--- src/rtl/rfcc_pkg.sv ---
package rfcc_pkg;

  localparam int unsigned LEN_W  = 9;
  localparam int unsigned CRC_W  = 16;
  localparam logic [15:0] CRC_PRESET = 16'hFFFF;
  localparam logic [15:0] CRC_POLY   = 16'hA001;
  localparam logic [8:0]  MIN_LEN_RESET = 9'd6;
  localparam logic [8:0]  MAX_LEN_RESET = 9'd95;
  localparam logic [8:0]  LEN_FLOOR = 9'd2;

  localparam logic REG_MIN_LEN = 1'b0;
  localparam logic REG_MAX_LEN = 1'b1;

  typedef enum logic [1:0] {
    ST_OK      = 2'd0,
    ST_LEN_ERR = 2'd1,
    ST_CRC_ERR = 2'd2
  } status_e;

  typedef struct packed {
    logic [7:0] data_byte;
    logic       last_byte;
  } word_t;

  typedef struct packed {
    logic  valid;
    word_t word;
  } queue_head_t;

  typedef struct packed {
    logic [LEN_W-1:0] min_length;
    logic [LEN_W-1:0] max_length;
  } cfg_t;

  function automatic logic [15:0] crc16_byte(input logic [15:0] crc, input logic [7:0] b);
    logic [15:0] c;
    c = crc ^ {8'h00, b};
    for (int i = 0; i < 8; i++) begin
      c = c[0] ? ((c >> 1) ^ CRC_POLY) : (c >> 1);
    end
    return c;
  endfunction

endpackage

--- src/rtl/rfcc_front.sv ---
module rfcc_front import rfcc_pkg::*; (
  input  logic        clk_i,
  input  logic        rst_ni,
  input  logic        in_valid_i,
  output logic        in_ready_o,
  input  logic [7:0]  data_byte_i,
  input  logic        last_byte_i,
  output queue_head_t head_o,
  input  logic        pop_i
);

  word_t       mem_q [2];
  logic        wr_ptr_q, wr_ptr_d;
  logic        rd_ptr_q, rd_ptr_d;
  logic [1:0]  cnt_q, cnt_d;
  logic        push;

  assign in_ready_o = (cnt_q != 2'd2);
  assign push       = in_valid_i && in_ready_o;

  always_comb begin
    wr_ptr_d = push ? ~wr_ptr_q : wr_ptr_q;
    rd_ptr_d = pop_i ? ~rd_ptr_q : rd_ptr_q;
    cnt_d    = cnt_q;
    if (push && !pop_i) begin
      cnt_d = cnt_q + 2'd1;
    end else if (!push && pop_i) begin
      cnt_d = cnt_q - 2'd1;
    end
  end

  always_ff @(posedge clk_i) begin
    if (push) begin
      mem_q[wr_ptr_q] <= '{data_byte: data_byte_i, last_byte: last_byte_i};
    end
  end

  always_ff @(posedge clk_i or negedge rst_ni) begin
    if (!rst_ni) begin
      wr_ptr_q <= 1'b0;
      rd_ptr_q <= 1'b0;
      cnt_q    <= 2'd0;
    end else begin
      wr_ptr_q <= wr_ptr_d;
      rd_ptr_q <= rd_ptr_d;
      cnt_q    <= cnt_d;
    end
  end

  assign head_o.valid = (cnt_q != 2'd0);
  assign head_o.word  = mem_q[rd_ptr_q];

endmodule

--- src/rtl/rfcc_back.sv ---
module rfcc_back import rfcc_pkg::*; #(
  parameter int unsigned MAX_FRAME = 256
) (
  input  logic             clk_i,
  input  logic             rst_ni,
  input  queue_head_t      head_i,
  output logic             pop_o,
  input  cfg_t             cfg_i,
  output logic             out_valid_o,
  input  logic             out_ready_i,
  output logic [1:0]       frame_status_o,
  output logic [LEN_W-1:0] frame_length_o,
  output logic [CRC_W-1:0] computed_crc_o
);

  localparam logic [LEN_W-1:0] CntSat = LEN_W'(MAX_FRAME + 1);

  logic [15:0]      crc_q, crc_d;
  logic [7:0]       held0_q, held0_d;
  logic [7:0]       held1_q, held1_d;
  logic [LEN_W-1:0] cnt_q, cnt_d;
  logic             out_valid_q, out_valid_d;
  status_e          status_q, status_d;
  logic [LEN_W-1:0] len_q;
  logic [15:0]      crc_out_q;

  logic [15:0]      crc_upd;
  logic [LEN_W-1:0] cnt_inc;
  logic             finish;

  assign pop_o  = head_i.valid && (!head_i.word.last_byte || !out_valid_q || out_ready_i);
  assign finish = pop_o && head_i.word.last_byte;

  always_comb begin
    crc_upd = (cnt_q >= LEN_FLOOR) ? crc16_byte(crc_q, held0_q) : crc_q;
    cnt_inc = (cnt_q < CntSat) ? cnt_q + LEN_W'(1) : cnt_q;

    if (cnt_inc < LEN_FLOOR || cnt_inc < cfg_i.min_length || cnt_inc > cfg_i.max_length) begin
      status_d = ST_LEN_ERR;
    end else if (held1_q == crc_upd[7:0] && head_i.word.data_byte == crc_upd[15:8]) begin
      status_d = ST_OK;
    end else begin
      status_d = ST_CRC_ERR;
    end

    crc_d   = crc_q;
    held0_d = held0_q;
    held1_d = held1_q;
    cnt_d   = cnt_q;
    if (finish) begin
      crc_d   = CRC_PRESET;
      held0_d = 8'h00;
      held1_d = 8'h00;
      cnt_d   = '0;
    end else if (pop_o) begin
      crc_d   = crc_upd;
      held0_d = held1_q;
      held1_d = head_i.word.data_byte;
      cnt_d   = cnt_inc;
    end

    if (finish) begin
      out_valid_d = 1'b1;
    end else if (out_ready_i) begin
      out_valid_d = 1'b0;
    end else begin
      out_valid_d = out_valid_q;
    end
  end

  always_ff @(posedge clk_i or negedge rst_ni) begin
    if (!rst_ni) begin
      crc_q       <= CRC_PRESET;
      held0_q     <= 8'h00;
      held1_q     <= 8'h00;
      cnt_q       <= '0;
      out_valid_q <= 1'b0;
    end else begin
      crc_q       <= crc_d;
      held0_q     <= held0_d;
      held1_q     <= held1_d;
      cnt_q       <= cnt_d;
      out_valid_q <= out_valid_d;
    end
  end

  always_ff @(posedge clk_i) begin
    if (finish) begin
      status_q  <= status_d;
      len_q     <= cnt_inc;
      crc_out_q <= crc_upd;
    end
  end

  assign out_valid_o    = out_valid_q;
  assign frame_status_o = status_q;
  assign frame_length_o = len_q;
  assign computed_crc_o = crc_out_q;

endmodule

--- src/rtl/rtu_frame_crc_checker_core.sv ---
// Modbus RTU frame checker.
// Input channel (in_valid_i/in_ready_o): one frame byte per word, with
// last_byte_i set on the final byte. Output channel (out_valid_o/out_ready_i):
// one verdict word per frame, carrying status (ok, length error, CRC error),
// the byte count (saturating at MAX_FRAME + 1) and the CRC over all bytes
// but the last two. The CRC bytes must arrive low byte first.
// Throughput: one byte per cycle, set by the byte-wide CRC update, except that
// a final byte waits while a verdict is pending. A last byte passes through the
// queue; when it is popped, its verdict is registered in the output register.
// A two-word queue sits between input and CRC engine; when the receiver
// stalls, non-final bytes keep flowing into the engine, and a final byte
// waits in the queue until the pending verdict is taken; meanwhile the next
// byte fills the queue and in_ready_o drops.
// Configuration: cfg_we_i writes min_length (index 0) or max_length (index 1)
// from cfg_wdata_i; write only while idle.
// Reset: clears the frame state (CRC preset 0xFFFF, count zero), empties the
// queue and output, and sets min_length to 6 and max_length to 95.
module rtu_frame_crc_checker_core import rfcc_pkg::*; #(
  parameter int unsigned MAX_FRAME = 256
) (
  input  logic             clk_i,
  input  logic             rst_ni,
  input  logic             cfg_we_i,
  input  logic             cfg_idx_i,
  input  logic [LEN_W-1:0] cfg_wdata_i,
  input  logic             in_valid_i,
  output logic             in_ready_o,
  input  logic [7:0]       data_byte_i,
  input  logic             last_byte_i,
  output logic             out_valid_o,
  input  logic             out_ready_i,
  output logic [1:0]       frame_status_o,
  output logic [LEN_W-1:0] frame_length_o,
  output logic [CRC_W-1:0] computed_crc_o
);

  cfg_t        cfg_q, cfg_d;
  queue_head_t head;
  logic        pop;

  always_comb begin
    cfg_d = cfg_q;
    if (cfg_we_i) begin
      case (cfg_idx_i)
        REG_MIN_LEN: cfg_d.min_length = cfg_wdata_i;
        REG_MAX_LEN: cfg_d.max_length = cfg_wdata_i;
        default:     cfg_d = cfg_q;
      endcase
    end
  end

  always_ff @(posedge clk_i or negedge rst_ni) begin
    if (!rst_ni) begin
      cfg_q.min_length <= MIN_LEN_RESET;
      cfg_q.max_length <= MAX_LEN_RESET;
    end else begin
      cfg_q <= cfg_d;
    end
  end

  rfcc_front u_front (
    .clk_i       (clk_i),
    .rst_ni      (rst_ni),
    .in_valid_i  (in_valid_i),
    .in_ready_o  (in_ready_o),
    .data_byte_i (data_byte_i),
    .last_byte_i (last_byte_i),
    .head_o      (head),
    .pop_i       (pop)
  );

  rfcc_back #(
    .MAX_FRAME (MAX_FRAME)
  ) u_back (
    .clk_i          (clk_i),
    .rst_ni         (rst_ni),
    .head_i         (head),
    .pop_o          (pop),
    .cfg_i          (cfg_q),
    .out_valid_o    (out_valid_o),
    .out_ready_i    (out_ready_i),
    .frame_status_o (frame_status_o),
    .frame_length_o (frame_length_o),
    .computed_crc_o (computed_crc_o)
  );

endmodule
--- config.mk ---
export PLATFORM = sky130hd
export DESIGN_NAME = rtu_frame_crc_checker_core
export DESIGN_NICKNAME = d
export VERILOG_FILES = /design/src/rtl/rfcc_pkg.sv /design/src/rtl/rfcc_front.sv /design/src/rtl/rfcc_back.sv /design/src/rtl/rtu_frame_crc_checker_core.sv
export SDC_FILE = /design/constraint.sdc
export NUM_CORES = 1
export LEC_CHECK = 0
export BUFFER_PORTS_ARGS = -buffer_cell sky130_fd_sc_hd__buf_4
export CORE_ASPECT_RATIO = 0.7
export CORE_MARGIN = 4
export CORE_UTILIZATION = 27
export DETAILED_ROUTE_END_ITERATION = 10
export SKIP_LAST_GASP = 1
export SLEW_MARGIN = 20
export SYNTH_ARGS = -nofsm -noshare
export SYNTH_HDL_FRONTEND = slang
export SYNTH_SLANG_ARGS = --single-unit
--- constraint.sdc ---
create_clock -name clk_i -period 3.9 [get_ports clk_i]
set_input_delay 0.585 -clock clk_i [delete_from_list [all_inputs] [get_ports clk_i]]
set_output_delay 0.585 -clock clk_i [all_outputs]
set_load 0.02 [all_outputs]
==> impl_metrics.yaml <==
global_routing:
  met3_usage: 0.0431
  grt_use_total: 0.116
  grt_pass1_wl_um: 20000
  grt_remaining_overflow: 0
  grt_pass1_vias: 3612
  grt_max_degree: 65
  busiest_layer: "met1"
  use_met2: 0.158
  antenna_found_initial: 0
  globalRouteMet1Util: 0.173
floorplanning:
  initial_utilization: 0.279
  die_w_um: 177
  die_area_mm2: 0.0223
  core_mm2: 0.0192
  die_h_um: 126
  pin_count: 53
  num_rows: 42
clock_network:
  ctsHtreeMaxLevel: 3
  clkLatencyLatePin_ns: 0.36
  holdBufCountCts: 0
  cts_buffers: 9
  clkTransAtPathRegs_ns: 0.08
  post_cts_buffers: 0
  cts.path.max_buffers: 2
  cts_tree: "yes"
  clock-sinks: 109
  cts_root_buf: "clkbuf_16"
  cts_resized: 0
power:
  intPower_w: 0.00357
  p_clk_frac: 0.146
  power_density_mw_per_mm2: 967
  finalPower_w: 0.00619
  power_frac_seq: 0.324
  p_leak_nw: 2.68
  vdd_ir_drop_max_v: 0.000490
  p_switching_w: 0.00262
  comb_power_share: 0.530
  swShare: 0.424
cells_and_area:
  register_area_mm2: 0.00298
  area_growth_pct: 19.1
  final_cell_mix: "58 x buf_4, 45 x edfxtp_1, 40 x dfrtp_1"
  fin_util: 0.333
  drive_above_1_share: 0.259
  n_antenna_cell: 0
  multi_input_area_mm2: 0.00221
  final_common_cell: "buf_4"
  fin_nets: 554
  fillCellCount: 1959
  fin_cells: 782
logic_synthesis:
  synth_top_family_by_area: "compound AO/OA/AOI/OAI gates"
  synth-xor-area-share: 0.0845
  synthTopCellsByArea: "edfxtp_1 25%, dfrtp_1 19%, dfstp_2 12%"
  synthAdderAreaFrac: 0.0396
  synth_ff_type: "edfxtp_1"
  synth_edf_count: 45
  yosys.area.top_type_share: 0.252
  synth_compound_gate_area_share: 0.114
  synth_fp_nets: 497
  yosys.area_share.simple: 0.104
  syn_inst: 456
  synthMuxAreaShare: 0.0689
  syn_area_mm2: 0.00537
  synth-seq-area-share: 0.555
  synth_top_area_cell: "edfxtp_1"
  yosys_warnings: 0
  syn_area_per_cell_um2: 11.8
  synth.distinct_cells: 57
  synth_seq_cells: 109
  ys_async_sr_fraction: 0.587
timing:
  tightest_slew_ns: 0.815
  period_minus_slack_ns: 3.33
  skew_ns: 0.0105
  slew_headroom: 0.441
  slew_violations: 0
  period_share: 0.854
  max_clock_freq_mhz: 300
  rsz0062_at_grt: "false"
  hold_viol: 0
  tns_ns: 0
  setup_violations: 0
placed_design:
  dp_cells: 766
  place_congestion: 0.878
  io_buffer_count: 52
  dp_hpwl_um: 9220
route:
  vias: 3607
  vias_per_cell: 4.61
  wl_per_cell_um: 15.9
  totalWireLength_um: 12500
  ant_nets: 0
  drt_first_pass_iters: 5
  drc: 0
  drtIter0Drc: 304
critical_path:
  arrival_ns: 3.55
  cp_max_fo: 6
  worst-setup-path-type: "reg2reg"
  worstSetupEndpointType: "register"
  r2r_slack_ns: 0.57
  critical_path_required_ns: 4.12
  start_kind: "register"
flow_run:
  cap_violations: 0
run_status:
  status: "completed"
hold_path:
  min_path_type: "in2async"
[metrics by stage]
step / instance area, um^2 / hold slack [ns] / setup WS, ns
3_5_place_dp: 6110 / 0.497 / 0.583
5_1_grt: 6400 / 0.385 / 0.398
6_report: 6400 / 0.341 / 0.571
3_3_place_gp: 6110 / 0.481 / 0.663
4_1_cts: 6400 / 0.362 / 0.564
2_1_floorplan: 5370 / 0.289 / 0.826
[logic make-up (layout without fill, tap and decap cells)]
logic type      count (synthesis)  after routing
fa+ha+maj                      17             17
flops                         109            109
compound gates                 90             90
mux                            35             35
buf+inv                        48            110
simple gates                  111            111
xor+xnor                       46             46
[cell type report]
cell class,count,area share
clock buffers,9,0.0352
inverters,35,0.0205
multi-input cells,299,0.346
well taps,264,0.0516
flip-flops and latches,109,0.466
repair buffers,59,0.0711
clock inverters,7,0.00997
[critical path, stage by stage, from the launching register on]
cell	delay (ns)
dfrtp_1	0.45
or4_4	0.61
o31ai_4	0.31
mux2i_1	0.48
ha_1	0.33
nor2b_1	0.15
o31a_1	0.23
o21ai_0	0.18
a21oi_1	0.10
nor2_1	0.10
o211ai_1	0.12
a21oi_1	0.13
[final timing paths]
check                      cells after the start             start                  endpoint
max reg2reg                                   11   u_back.cnt_q[4]  u_back.frame_status_o[1]
min reg2reg                                    1  u_front.wr_ptr_q          u_front.wr_ptr_q
min                                            1            rst_ni                 cfg_q[17]
max                                           11   u_back.cnt_q[4]  u_back.frame_status_o[1]
min in group clk_i                             1    data_byte_i[0]       u_front.mem_q[1][1]
max in group asynchronous                      1            rst_ni                 cfg_q[16]
[flip-flops by register name, indices dropped and copies added, names as in the netlist]
register and count:
cfg_q 18, u_back.cnt_q 9, u_back.computed_crc_o 16, u_back.crc_q 16, u_back.frame_length_o 9, u_back.frame_status_o 2
u_back.held0_q 8, u_back.held1_q 8, u_back.out_valid_o 1, u_front.cnt_q 2, u_front.mem_q 18, u_front.rd_ptr_q 1
u_front.wr_ptr_q 1
[Yosys cell counts, types with 3 or more instances]
master and number:
edfxtp_1 45, dfrtp_1 40, nand2_1 37, inv_1 34, o21ai_0 29, xnor2_1 27, dfstp_2 24, nor2_1 23
a21oi_1 19, mux2i_1 19, ha_1 17, mux2_2 16, xor2_1 14, o22a_1 10, clkbuf_1 9, a22o_1 8
nand4_1 8, nand2b_1 6, nor3_1 6, nand3_1 5, o31ai_1 5, and3_1 3, nor2b_1 3, or2_2 3
or3_1 3
[power groups by stage]
stage	sequential, W	combinational (W)	clock, W
after floorplan	0.00212	0.00223	0
after global placement	0.00202	0.00324	0
after detailed placement	0.00202	0.00330	0
after CTS	0.00201	0.00332	0.000939
after global routing	0.00206	0.00361	0.000980
final	0.00200	0.00328	0.000904
[routing by layer]
metal  part of all wire  vias to the layer above
met5                  0                        -
met4             0.0079                        0
met3              0.067                        7
met2               0.41                      105
met1               0.52                     1759
li1                   -                     1736
Note: power is estimated with default switching activity, not from simulation.
